### config.mk
export PLATFORM = sky130hd
export DESIGN_NAME = tga_rle_pixel_decoder_unit_flat
export DESIGN_NICKNAME = d
export VERILOG_FILES = /design/src/hdl/tgarle_pkg.sv /design/src/hdl/tgarle_if.sv /design/src/hdl/tgarle_place.sv /design/src/hdl/tga_rle_pixel_decoder_unit.sv /design/src/flat_wrapper.sv
export SDC_FILE = /design/constraint.sdc
export NUM_CORES = 1
export LEC_CHECK = 0
export BUFFER_PORTS_ARGS = -buffer_cell sky130_fd_sc_hd__buf_2
export CAP_MARGIN = 0
export CORE_MARGIN = 2
export CORE_UTILIZATION = 33
export DETAILED_ROUTE_END_ITERATION = 10
export SYNTH_ARGS = -nofsm -noshare
export SYNTH_HDL_FRONTEND = slang
export SYNTH_SLANG_ARGS = --single-unit
### constraint.sdc
create_clock -name i_clk -period 6.76 [get_ports i_clk]
set_input_delay 0.676 -clock i_clk [delete_from_list [all_inputs] [get_ports i_clk]]
set_output_delay 0.676 -clock i_clk [all_outputs]
set_load 0.005 [all_outputs]
### src/hdl/tgarle_pkg.sv
// Shared types and constants for the TGA run-length pixel decoder.
// No dependencies; compiled first.
package tgarle_pkg;

    localparam logic [2:0] REG_IMAGE_WIDTH     = 3'd0;
    localparam logic [2:0] REG_IMAGE_HEIGHT    = 3'd1;
    localparam logic [2:0] REG_BYTES_PER_PIXEL = 3'd2;
    localparam logic [2:0] REG_COMPRESSED      = 3'd3;
    localparam logic [2:0] REG_RIGHT_TO_LEFT   = 3'd4;
    localparam logic [2:0] REG_ROWS_DOWNWARD   = 3'd5;

    localparam logic [7:0] HDR_RUN_MASK   = 8'h80;
    localparam logic [7:0] HDR_COUNT_MASK = 8'h7F;

    typedef struct packed {
        logic [15:0] image_width;
        logic [15:0] image_height;
        logic [2:0]  bytes_per_pixel;
        logic        compressed;
        logic        right_to_left;
        logic        rows_downward;
    } t_cfg;

    typedef struct packed {
        logic [16:0] row_room;
        logic [15:0] start_column;
        logic [15:0] canvas_row;
        logic [15:0] next_column;
        logic [15:0] next_row;
        logic        image_done;
    } t_place;

endpackage

### src/hdl/tgarle_if.sv
// Channel interfaces: byte input, result output and register write.
// Depends on nothing; compiled after tgarle_pkg.
interface tgarle_byte_if;
    logic       valid;
    logic       ready;
    logic [7:0] data_byte;
    modport source (output valid, output data_byte, input ready);
    modport sink (input valid, input data_byte, output ready);
endinterface

interface tgarle_pix_if;
    logic        valid;
    logic        ready;
    logic [31:0] pix_word;
    logic [15:0] start_column;
    logic [15:0] canvas_row;
    logic [7:0]  run_length;
    logic        row_clipped;
    logic        image_done;
    modport source (output valid, output pix_word, output start_column,
                    output canvas_row, output run_length, output row_clipped,
                    output image_done, input ready);
    modport sink (input valid, input pix_word, input start_column,
                  input canvas_row, input run_length, input row_clipped,
                  input image_done, output ready);
endinterface

interface tgarle_cfg_if;
    logic        valid;
    logic        ready;
    logic [2:0]  index;
    logic [15:0] data;
    modport source (output valid, output index, output data, input ready);
    modport sink (input valid, input index, input data, output ready);
endinterface

### src/hdl/tgarle_place.sv
// Canvas placement: row room, flipped position and counter advance for one run.
// Depends on tgarle_pkg.
module tgarle_place
    import tgarle_pkg::*;
(
    input  t_cfg        i_cfg,
    input  logic [15:0] i_column_count,
    input  logic [15:0] i_row_count,
    input  logic [7:0]  i_run_length,
    output t_place      o_place
);
    logic [16:0] w_width;
    logic [16:0] w_height;
    logic [16:0] w_next_col;
    logic [16:0] w_next_row;

    always_comb begin
        w_width  = (i_cfg.image_width == 16'd0) ? 17'h10000 : {1'b0, i_cfg.image_width};
        w_height = (i_cfg.image_height == 16'd0) ? 17'h10000 : {1'b0, i_cfg.image_height};
        w_next_col = {1'b0, i_column_count} + {9'd0, i_run_length};
        w_next_row = {1'b0, i_row_count} + 17'd1;

        o_place.row_room = ({1'b0, i_column_count} < w_width)
                         ? (w_width - {1'b0, i_column_count}) : 17'd1;
        o_place.start_column = i_cfg.right_to_left
                             ? (i_cfg.image_width - 16'd1 - i_column_count) : i_column_count;
        o_place.canvas_row = i_cfg.rows_downward
                           ? i_row_count : (i_cfg.image_height - 16'd1 - i_row_count);

        o_place.image_done  = 1'b0;
        o_place.next_row    = i_row_count;
        o_place.next_column = w_next_col[15:0];
        if (w_next_col >= w_width) begin
            o_place.next_column = 16'd0;
            o_place.next_row    = w_next_row[15:0];
            if (w_next_row >= w_height) begin
                o_place.next_row   = 16'd0;
                o_place.image_done = 1'b1;
            end
        end
    end
endmodule

### src/hdl/tga_rle_pixel_decoder_unit.sv
// Top level of the TGA run-length pixel decoder: packet parse, pixel gather, result register.
// Depends on tgarle_pkg, tgarle_if and tgarle_place.
//
//   channel  dir  width  payload
//   i_in     in   8      data_byte
//   o_out    out  74     pix_word, start_column, canvas_row, run_length,
//                        row_clipped, image_done
//   i_cfg    in   19     index, data (always ready)
//
// One byte per cycle while ready; a result shows in the cycle after its last byte.
// Input ready drops only while the result register is full and not taken.
// Synchronous active-low reset restores register defaults and packet state.
module tga_rle_pixel_decoder_unit
    import tgarle_pkg::*;
(
    input  logic                i_clk,
    input  logic                i_rst_n,
    tgarle_byte_if.sink         i_in,
    tgarle_pix_if.source        o_out,
    tgarle_cfg_if.sink          i_cfg
);
    t_cfg        r_cfg;
    logic        r_expect_header, n_expect_header;
    logic        r_packet_is_run, n_packet_is_run;
    logic [7:0]  r_packet_left,   n_packet_left;
    logic [1:0]  r_byte_pos,      n_byte_pos;
    logic [31:0] r_gather,        n_gather;
    logic [15:0] r_col_count,     n_col_count;
    logic [15:0] r_row_count,     n_row_count;
    logic        r_drop_rest,     n_drop_rest;

    logic        r_out_valid;
    logic [31:0] r_pix_word;
    logic [15:0] r_start_column;
    logic [15:0] r_canvas_row;
    logic [7:0]  r_run_length;
    logic        r_row_clipped;
    logic        r_image_done;

    logic        w_accept;
    logic        w_emit;
    logic [1:0]  w_last_pos;
    logic [31:0] w_full;
    logic [31:0] w_value;
    logic [7:0]  w_len;
    logic        w_clip;
    logic [7:0]  w_want;
    logic [7:0]  w_left_dec;
    t_place      w_place;

    assign i_in.ready  = !r_out_valid || o_out.ready;
    assign w_accept    = i_in.valid && i_in.ready;
    assign i_cfg.ready = 1'b1;

    tgarle_place u_place (
        .i_cfg          (r_cfg),
        .i_column_count (r_col_count),
        .i_row_count    (r_row_count),
        .i_run_length   (w_len),
        .o_place        (w_place)
    );

    always_comb begin
        case (r_cfg.bytes_per_pixel)
            3'd0, 3'd1: w_last_pos = 2'd0;
            3'd2:       w_last_pos = 2'd1;
            3'd3:       w_last_pos = 2'd2;
            default:    w_last_pos = 2'd3;
        endcase
        w_full     = r_gather | ({24'd0, i_in.data_byte} << {r_byte_pos, 3'b000});
        w_want     = (r_packet_left == 8'd0) ? 8'd1 : r_packet_left;
        w_left_dec = (r_packet_left == 8'd0) ? 8'd0 : (r_packet_left - 8'd1);

        n_expect_header = r_expect_header;
        n_packet_is_run = r_packet_is_run;
        n_packet_left   = r_packet_left;
        n_byte_pos      = r_byte_pos;
        n_gather        = r_gather;
        n_drop_rest     = r_drop_rest;
        w_emit  = 1'b0;
        w_len   = 8'd1;
        w_clip  = 1'b0;
        w_value = w_full;

        if (w_accept) begin
            if (r_cfg.compressed && r_expect_header) begin
                n_packet_is_run = (i_in.data_byte & HDR_RUN_MASK) != 8'd0;
                n_packet_left   = (i_in.data_byte & HDR_COUNT_MASK) + 8'd1;
                n_expect_header = 1'b0;
                n_drop_rest     = 1'b0;
                n_byte_pos      = 2'd0;
                n_gather        = 32'd0;
            end else if (r_byte_pos < w_last_pos) begin
                n_gather   = w_full;
                n_byte_pos = r_byte_pos + 2'd1;
            end else begin
                n_byte_pos = 2'd0;
                n_gather   = 32'd0;
                if (!r_cfg.compressed) begin
                    w_emit = 1'b1;
                end else begin
                    if (w_last_pos == 2'd3) begin
                        w_value = {w_full[31:24], w_full[7:0], w_full[15:8], w_full[23:16]};
                    end
                    if (r_packet_is_run) begin
                        if ({9'd0, w_want} < w_place.row_room) begin
                            w_len = w_want;
                        end else begin
                            w_len = w_place.row_room[7:0];
                        end
                        w_clip          = {9'd0, w_want} > w_place.row_room;
                        n_packet_left   = 8'd0;
                        n_expect_header = 1'b1;
                        w_emit          = 1'b1;
                    end else begin
                        if (!r_drop_rest) begin
                            w_clip = (w_place.row_room == 17'd1) && (r_packet_left > 8'd1);
                            w_emit = 1'b1;
                            if (w_clip) begin
                                n_drop_rest = 1'b1;
                            end
                        end
                        n_packet_left = w_left_dec;
                        if (w_left_dec == 8'd0) begin
                            n_expect_header = 1'b1;
                            n_drop_rest     = 1'b0;
                        end
                    end
                end
            end
        end

        n_col_count = w_emit ? w_place.next_column : r_col_count;
        n_row_count = w_emit ? w_place.next_row : r_row_count;
    end

    always_ff @(posedge i_clk) begin
        if (!i_rst_n) begin
            r_cfg.image_width     <= 16'd1;
            r_cfg.image_height    <= 16'd1;
            r_cfg.bytes_per_pixel <= 3'd1;
            r_cfg.compressed      <= 1'b1;
            r_cfg.right_to_left   <= 1'b0;
            r_cfg.rows_downward   <= 1'b0;
        end else if (i_cfg.valid && i_cfg.ready) begin
            case (i_cfg.index)
                REG_IMAGE_WIDTH:     r_cfg.image_width     <= i_cfg.data;
                REG_IMAGE_HEIGHT:    r_cfg.image_height    <= i_cfg.data;
                REG_BYTES_PER_PIXEL: r_cfg.bytes_per_pixel <= i_cfg.data[2:0];
                REG_COMPRESSED:      r_cfg.compressed      <= i_cfg.data[0];
                REG_RIGHT_TO_LEFT:   r_cfg.right_to_left   <= i_cfg.data[0];
                REG_ROWS_DOWNWARD:   r_cfg.rows_downward   <= i_cfg.data[0];
                default: ;
            endcase
        end
    end

    always_ff @(posedge i_clk) begin
        if (!i_rst_n) begin
            r_expect_header <= 1'b1;
            r_packet_is_run <= 1'b0;
            r_packet_left   <= 8'd0;
            r_byte_pos      <= 2'd0;
            r_gather        <= 32'd0;
            r_col_count     <= 16'd0;
            r_row_count     <= 16'd0;
            r_drop_rest     <= 1'b0;
            r_out_valid     <= 1'b0;
        end else begin
            r_expect_header <= n_expect_header;
            r_packet_is_run <= n_packet_is_run;
            r_packet_left   <= n_packet_left;
            r_byte_pos      <= n_byte_pos;
            r_gather        <= n_gather;
            r_col_count     <= n_col_count;
            r_row_count     <= n_row_count;
            r_drop_rest     <= n_drop_rest;
            if (w_emit) begin
                r_out_valid <= 1'b1;
            end else if (o_out.ready) begin
                r_out_valid <= 1'b0;
            end
        end
    end

    always_ff @(posedge i_clk) begin
        if (w_emit) begin
            r_pix_word     <= w_value;
            r_start_column <= w_place.start_column;
            r_canvas_row   <= w_place.canvas_row;
            r_run_length   <= w_len;
            r_row_clipped  <= w_clip;
            r_image_done   <= w_place.image_done;
        end
    end

    assign o_out.valid        = r_out_valid;
    assign o_out.pix_word     = r_pix_word;
    assign o_out.start_column = r_start_column;
    assign o_out.canvas_row   = r_canvas_row;
    assign o_out.run_length   = r_run_length;
    assign o_out.row_clipped  = r_row_clipped;
    assign o_out.image_done   = r_image_done;
endmodule
### src/flat_wrapper.sv
// flat-port wrapper written by rule: the top's interface ports become plain ports
module tga_rle_pixel_decoder_unit_flat import tgarle_pkg::*;
  (i_clk, i_rst_n, i_in_valid, i_in_data_byte, i_in_ready, o_out_valid, o_out_pix_word, o_out_start_column, o_out_canvas_row, o_out_run_length, o_out_row_clipped, o_out_image_done, o_out_ready, i_cfg_valid, i_cfg_index, i_cfg_data, i_cfg_ready);
  tgarle_byte_if i_in_i ();
  tgarle_pix_if o_out_i ();
  tgarle_cfg_if i_cfg_i ();
  input  logic i_clk;
  input  logic i_rst_n;
  input wire logic [$bits(i_in_i.valid)-1:0] i_in_valid;
  input wire logic [$bits(i_in_i.data_byte)-1:0] i_in_data_byte;
  output wire logic [$bits(i_in_i.ready)-1:0] i_in_ready;
  output wire logic [$bits(o_out_i.valid)-1:0] o_out_valid;
  output wire logic [$bits(o_out_i.pix_word)-1:0] o_out_pix_word;
  output wire logic [$bits(o_out_i.start_column)-1:0] o_out_start_column;
  output wire logic [$bits(o_out_i.canvas_row)-1:0] o_out_canvas_row;
  output wire logic [$bits(o_out_i.run_length)-1:0] o_out_run_length;
  output wire logic [$bits(o_out_i.row_clipped)-1:0] o_out_row_clipped;
  output wire logic [$bits(o_out_i.image_done)-1:0] o_out_image_done;
  input wire logic [$bits(o_out_i.ready)-1:0] o_out_ready;
  input wire logic [$bits(i_cfg_i.valid)-1:0] i_cfg_valid;
  input wire logic [$bits(i_cfg_i.index)-1:0] i_cfg_index;
  input wire logic [$bits(i_cfg_i.data)-1:0] i_cfg_data;
  output wire logic [$bits(i_cfg_i.ready)-1:0] i_cfg_ready;
  assign i_in_i.valid = i_in_valid;
  assign i_in_i.data_byte = i_in_data_byte;
  assign i_in_ready = i_in_i.ready;
  assign o_out_valid = o_out_i.valid;
  assign o_out_pix_word = o_out_i.pix_word;
  assign o_out_start_column = o_out_i.start_column;
  assign o_out_canvas_row = o_out_i.canvas_row;
  assign o_out_run_length = o_out_i.run_length;
  assign o_out_row_clipped = o_out_i.row_clipped;
  assign o_out_image_done = o_out_i.image_done;
  assign o_out_i.ready = o_out_ready;
  assign i_cfg_i.valid = i_cfg_valid;
  assign i_cfg_i.index = i_cfg_index;
  assign i_cfg_i.data = i_cfg_data;
  assign i_cfg_ready = i_cfg_i.ready;
  tga_rle_pixel_decoder_unit u_core (.i_clk(i_clk), .i_rst_n(i_rst_n), .i_in(i_in_i), .o_out(o_out_i), .i_cfg(i_cfg_i));
endmodule
==> flow_summary.json, run 1 <==
{
  "status": "finished, violations left",
  "failed_checks": "setup timing",
  "final.setup.worst_slack_ns": -0.272,
  "core-area_um2": 36700,
  "postSynthRegisterBits": 190,
  "hold_removal_path_class": "reg2reg",
  "power_leakage_nw": 6.49,
  "unrepaired_setup_endpoints_after_global_routing": "yes",
  "netlist_area_um2": 12300,
  "average_wire_per_standard_cell_um": 16.7,
  "clk_path_buf_depth": 2,
  "postSynth.topFlopCell": "dfxtp_1",
  "vias": 10989,
  "area_occupied_by_multi_input_gates_um2": 7530,
  "placementRows": 70,
  "placed_cell_area_um2": 14400,
  "timing_worst_slew_pin_value_ns": 1.08,
  "clk-insertion-delay-late_ns": 0.46,
  "max-slew-margin-rel_pct": 27.6,
  "final_wtd_congestion": 0.885,
  "synth_seq_area_share_pct": 36.9,
  "finalCoreUtilization_pct": 42.7,
  "area.sequential_um2": 4560,
  "layoutNonFillerInstCount": 2147,
  "syn-instance-count": 1434,
  "critical-path-max-stage-delay_ns": 0.51,
  "final_layout_size_suffix_gt1_share_pct": 26.4,
  "start_util_pct": 33.6,
  "synth.top_cells.by_area": "dfxtp_1 19%, edfxtp_1 18%, ha_1 10%",
  "timing.critical_path.fanout_max": 6,
  "num_io_pins": 109,
  "die_h_um": 197,
  "globalRouteOverflowTotal": 0,
  "first_iter_violations": 646,
  "syn-mean-instance-area_um2": 8.60,
  "grt_antenna_before_repair": 0,
  "io_buffers": 107,
  "fp.dieW_um": 197,
  "dpl.cell_count": 2077,
  "design_power_total_w": 0.00299,
  "synth_fp_nets": 1572,
  "grtUsageTotal_pct": 18.6,
  "max_cap_violations": 0,
  "post-route-min-period_ns": 7.03,
  "layout.cell_area.non_filler_um2": 15700,
  "synth_cell_types": 85,
  "first_global_vias": 10692,
  "finalCritPeriodShare_pct": 104,
  "power_density_nw_per_um2": 191,
  "maximum_number_of_pins_on_one_net_before_global_route_repair": 68,
  "drt-total-wl_mm": 35.9,
  "cts.sinks": 190,
  "areaGrowthSynthToFinish_pct": 27.3,
  "synth_top_area_cell": "dfxtp_1",
  "ir_worst_vdd_uv": 155,
  "fraction_of_post_synthesis_cell_area_in_the_top_cell_type_by_area_pct": 18.8,
  "total_die_area_um2": 38900,
  "maxSlewViolCount": 0,
  "drtPass1Iterations": 5,
  "hold_viol_final": 0,
  "ys_async_sr_fraction_pct": 0,
  "slowest_cell_on_the_critical_path": "or4_4",
  "clkTransAtPathRegs_ns": 0.08,
  "timing.setup.tns_ns": -5.91,
  "timing_worst_setup_path_type": "reg2reg",
  "crit_required_ns": 7.12,
  "setup_viol": 33,
  "final_nets": 1804,
  "max_clock_freq_mhz": 142,
  "viasPerCell": 5.12,
  "dp.final_hpwl_mm": 26.5,
  "detail_route.drc_violations": 0,
  "antenna_cells_inserted": 0,
  "filler_cell_count": 3611,
  "clock_tree_from_tritoncts": "yes",
  "synth-edff-count": 74,
  "cp-end-kind": "register",
  "grt_first_pass_wirelength_mm": 56.7,
  "postRouteAntennaNets": 0,
  "fin_worst_skew_ns": 0.0152,
  "data_arrival_time_at_the_worst_slack_endpoint_ns": 7.39,
  "numCtsBuffers": 17,
  "critical_path.startpoint_type": "register",
  "cts_root_cell": "clkbuf_16",
  "synthesis.yosys.warnings": 0,
  "cts-htree-levels": 4
}
## metal layers
layer	global-route usage (%)	wire length [µm]	share of wire, %
met1	24.5	17100	48
met2	31.3	16900	47
met3	3.09	1400	3.9
met4	5.01	493	1.4
met5	0	0	0
## registers in the layout (all words and copies together) (netlist names)
register                   count
u_core.o_out.canvas_row       16
u_core.o_out.image_done        1
u_core.o_out.pix_word         32
u_core.o_out.row_clipped       1
u_core.o_out.run_length        8
u_core.o_out.start_column     16
u_core.o_out.valid             1
u_core.r_byte_pos              2
u_core.r_cfg                  38
u_core.r_col_count            16
u_core.r_drop_rest             1
u_core.r_expect_header         1
u_core.r_gather               32
u_core.r_packet_is_run         1
u_core.r_packet_left           8
u_core.r_row_count            16
## critical path, delay by kind of cell, from the launching register on
family	cells	cell delay, ns
AOI/OAI and AO/OA	20	3.09
and+or+nand+nor	11	1.81
adders and majority gates	4	1.11
DFF	1	0.35
buffers and inverters	3	0.32
muxes	1	0.16
xor gates and xnor gates	1	0.08
## stage by stage
stage | hold slack [ns] | setup WS, ns
2_1_floorplan | 0.439 | -0.0927
3_3_place_gp | 0.450 | -0.402
3_5_place_dp | 0.458 | -0.546
4_1_cts | 0.457 | -0.208
5_1_grt | 0.482 | -0.623
6_report | 0.474 | -0.272
## kinds of logic after synthesis
kind of cell | count (synthesis) | share of synthesized area (%)
flip-flops | 190 | 36.9
other | 1 | 0.0304
adder cells (fa/ha/maj) | 106 | 11.0
multiplexers | 16 | 1.36
AND/OR/NAND/NOR | 486 | 18.9
XOR/XNOR | 75 | 5.33
AO/OA/AOI/OAI | 376 | 20.5
buffers and inverters | 184 | 5.99
## where the power goes
part	leakage [nW]	total, W	internal (W)	switching [W]
clock network	0.307	0.00108	0.000547	0.000531
registers	1.63	0.00126	0.00123	0.0000217
logic	4.55	0.000660	0.000293	0.000368
## cell usage in the layout (no fill, tap or decap), types with 8 or more instances in the layout
cell         n
nand2_1    201
buf_4      187
buf_2      107
dfxtp_1    107
ha_1        91
inv_1       89
nor2_1      74
edfxtp_1    74
a21oi_1     73
o21ai_0     71
nand3_1     53
xnor2_1     51
a21boi_0    34
a21o_1      30
xor2_1      23
nor3_1      20
and2_1      19
nand4_1     19
clkbuf_16   17
nor2b_1     16
a21oi_2     16
o21a_1      15
nor4_1      14
a31oi_1     14
nand2b_1    12
mux2i_1     12
and3_1      10
a21boi_1    10
nand3b_1     9
o22ai_1      9
nor3_2       9
ha_4         9
o21bai_1     8
o2bb2ai_1    8
dfxtp_2      8
## synthesized netlist by cell type, types with 44 or more instances
cell type    n
nor2_1      77
a21boi_0    44
inv_1       95
ha_1       102
edfxtp_1    74
o21ai_0     75
nand2_1    204
xnor2_1     52
a21oi_1     91
dfxtp_1    116
clkbuf_1    74
nand3_1     53
## path summary, 6_finish.rpt
check | startpoint | endpoint | slack, ns | cells after the start
worst max-delay path | u_core.r_col_count[4]$_SDFFE_PN0P_ | u_core.r_row_count[8]$_SDFFE_PN0P_ | -0.27 | 40
worst max register to register | u_core.r_col_count[4]$_SDFFE_PN0P_ | u_core.r_row_count[8]$_SDFFE_PN0P_ | -0.27 | 40
worst min register to register | u_core.r_gather[15]$_SDFFE_PN0P_ | u_core.r_gather[15]$_SDFFE_PN0P_ | 0.47 | 2
worst min-delay path | u_core.r_gather[15]$_SDFFE_PN0P_ | u_core.r_gather[15]$_SDFFE_PN0P_ | 0.47 | 2
## cell type report
cell class | count | area share (%)
Inverter | 95 | 2.30
Sequential cell | 190 | 29.1
Clock buffer | 18 | 2.80
Tap cell | 468 | 3.73
Multi-Input combinational cell | 1061 | 48.0
Timing Repair Buffer | 301 | 12.9
Clock inverter | 14 | 1.22
## timing repair
item	in CTS	in global routing
gates resized for setup	58	23
setup buffers	25	13
cloned	0	1
hold buffers	0	0
endpoints found under the setup margin	33	33
pin swaps	31	25
No activity file was read; power rests on OpenSTA's default activity.
==> run 2, diff against run 1 <==
--- a/config.mk
+++ b/config.mk
@@ -8,8 +8,9 @@
 export BUFFER_PORTS_ARGS = -buffer_cell sky130_fd_sc_hd__buf_2
 export CAP_MARGIN = 0
 export CORE_MARGIN = 2
-export CORE_UTILIZATION = 33
+export CORE_UTILIZATION = 47
 export DETAILED_ROUTE_END_ITERATION = 10
+export PLACE_DENSITY = 0.68
 export SYNTH_ARGS = -nofsm -noshare
 export SYNTH_HDL_FRONTEND = slang
 export SYNTH_SLANG_ARGS = --single-unit
==> run 2 against run 1 <==
  * The run still ends with setup timing left
  * Clock-buffer cell count shrank 1
  * Non-clock buffer count fell by 31
  * Critical endpoint is now u_core.r_row_count[0]$_SDFFE_PN0P_
  * Combinational power up 0.8%
  * Largest power group unchanged
==> flow_summary.json, run 2 (same netlist as run 1, synthesis figures left out) <==
{
  "grt_first_pass_wirelength_mm": 55.0,
  "max_cap_violations": 0,
  "clk-insertion-delay-late_ns": 0.46,
  "critical_path.startpoint_type": "register",
  "timing_worst_setup_path_type": "reg2reg",
  "timing.critical_path.fanout_max": 5,
  "average_wire_per_standard_cell_um": 17.6,
  "use_met1_pct": 33.6,
  "timing.reg2reg.worst_path_depth": 40,
  "max-slew-margin-rel_pct": 26.0,
  "setup_viol": 33,
  "maximum_number_of_pins_on_one_net_before_global_route_repair": 56,
  "fp.dieW_um": 166,
  "cts-htree-levels": 4,
  "detailedPlace.worstSlack_ns": -0.565,
  "globalRouteOverflowTotal": 0,
  "cp-end-kind": "register",
  "postRouteAntennaNets": 0,
  "start_util_pct": 47.6,
  "cts_hold_buffers": 0,
  "worstPathBufferInverterCount": 3,
  "final_wtd_congestion": 0.915,
  "critical-path-max-stage-delay_ns": 0.51,
  "cts.sinks": 190,
  "timing_worst_slew_pin_value_ns": 1.10,
  "power_density_nw_per_um2": 197,
  "hold_viol_final": 0,
  "unrepaired_setup_endpoints_after_global_routing": "yes",
  "ir_worst_vdd_uv": 149,
  "viasPerCell": 5.63,
  "fin_worst_skew_ns": 0.0223,
  "placementRows": 59,
  "maxSlewViolCount": 0,
  "finalCritPeriodShare_pct": 104,
  "crit_cells": 40,
  "slowest_cell_on_the_critical_path": "or4_4",
  "cts_root_cell": "clkbuf_16",
  "data_arrival_time_at_the_worst_slack_endpoint_ns": 7.37,
  "final_nets": 1774,
  "crit_required_ns": 7.10,
  "layout_common_cells": "201 x nand2_1, 156 x buf_4, 108 x dfxtp_1",
  "final.setup.worst_slack_ns": -0.269,
  "hold_removal_path_class": "reg2reg",
  "power_leakage_nw": 6.37,
  "timing.setup.tns_ns": -5.88,
  "vias": 11174,
  "grt_antenna_before_repair": 1,
  "grtUsageTotal_pct": 24.4,
  "final_layout_size_suffix_gt1_share_pct": 25.7,
  "globalRouteMet2Util_pct": 40.1,
  "numCtsBuffers": 17,
  "critical_path_s_top_delay_family": "compound AO/OA/AOI/OAI gates",
  "layout.cells.most_common": "nand2_1",
  "total_die_area_um2": 27500,
  "register_containing_the_most_flip_flops_in_the_final_layout": "u_core.r_cfg",
  "filler_cell_count": 2280,
  "drtPass1Iterations": 5,
  "first_iter_violations": 997,
  "areaGrowthSynthToFinish_pct": 25.0,
  "detail_route.drc_violations": 0,
  "core-area_um2": 25900,
  "gr-max-usage-layer": "met2",
  "max_clock_freq_mhz": 142,
  "ff2ff_setup_slack_ns": -0.27,
  "clock_tree_from_tritoncts": "yes",
  "global_route.usage.met3_pct": 3.65,
  "die_h_um": 166,
  "hold_path_depth": 2,
  "clkTransAtPathRegs_ns": 0.08,
  "failed_checks": "setup timing",
  "num_io_pins": 109,
  "area.sequential_um2": 4560,
  "area_occupied_by_multi_input_gates_um2": 7620,
  "drt-total-wl_mm": 34.9,
  "post-route-min-period_ns": 7.03,
  "first_global_vias": 10528,
  "status": "finished, violations left",
  "io_buffers": 107,
  "clk_path_buf_depth": 2,
  "dp.final_hpwl_mm": 25.1,
  "flip_flop_count_of_the_largest_register_after_layout": 38
}
[run 2: changes by cell type in the layout (fill, tap and decap cells not counted), sizes merged]
cell | before | now
diode | 0 | 1
buf | 301 | 270
clkbuf | 18 | 17
inv | 100 | 104
clkinv | 8 | 6
bufinv | 1 | 0
nand3 | 55 | 56
[run 2: layout make-up]
cell class	instances	area share, %
well taps	335	2.72
inverters	95	2.34
clock inverters	15	1.50
diodes	1	0.0162
multi-input cells	1062	49.5
repair buffers	270	11.6
flip-flops and latches	190	29.6
clock buffers	17	2.76
[run 2: final timing paths]
path,startpoint,to
hold / removal,u_core.r_gather[15]$_SDFFE_PN0P_,u_core.r_gather[15]$_SDFFE_PN0P_
hold reg to reg,u_core.r_gather[15]$_SDFFE_PN0P_,u_core.r_gather[15]$_SDFFE_PN0P_
setup reg to reg,u_core.r_col_count[4]$_SDFFE_PN0P_,u_core.r_row_count[0]$_SDFFE_PN0P_
setup / recovery,u_core.r_col_count[4]$_SDFFE_PN0P_,u_core.r_row_count[0]$_SDFFE_PN0P_
[run 2: timing repair]
item / CTS / global route
setup buffers: 8 / 11
pin swaps: 33 / 42
resized for setup: 46 / 57
gates cloned: 2 / 1
endpoints found under the setup margin: 33 / 33
endpoints found under the hold margin: 0 / 0
[run 2: worst min-delay path, delay by kind of cell (launching register included)]
kind	cells	cell delay [ns]
simple gates	1	0.07
compound gates	1	0.04
flops	1	0.34
[run 2: per-stage QoR]
stage | utilization (%) | total power, W | instance area, µm² | hold WS, ns | std cells
global placement | 54.6 | 0.00186 | 14100 | 0.448 | 1933
floorplan | - | 0.00166 | 12500 | 0.439 | 1434
detailed placement | 54.6 | 0.00186 | 14100 | 0.456 | 1933
finish | 59.5 | 0.00304 | 15400 | 0.479 | 1985
global route | 59.5 | 0.00315 | 15400 | 0.493 | 1985
CTS | 58.1 | 0.00301 | 15100 | 0.476 | 1974
[run 2: power breakdown]
group / switching, W / internal (W) / leakage (nW)
sequential: 0.0000228 / 0.00123 / 1.63
combinational: 0.000375 / 0.000291 / 4.42
clock: 0.000583 / 0.000530 / 0.315
[run 2: metal layers]
metal | part of all wire, % | vias up
li1 | - | 5474
met1 | 45 | 5295
met2 | 48 | 350
met3 | 5.2 | 55
met4 | 2.0 | 0
met5 | 0 | -
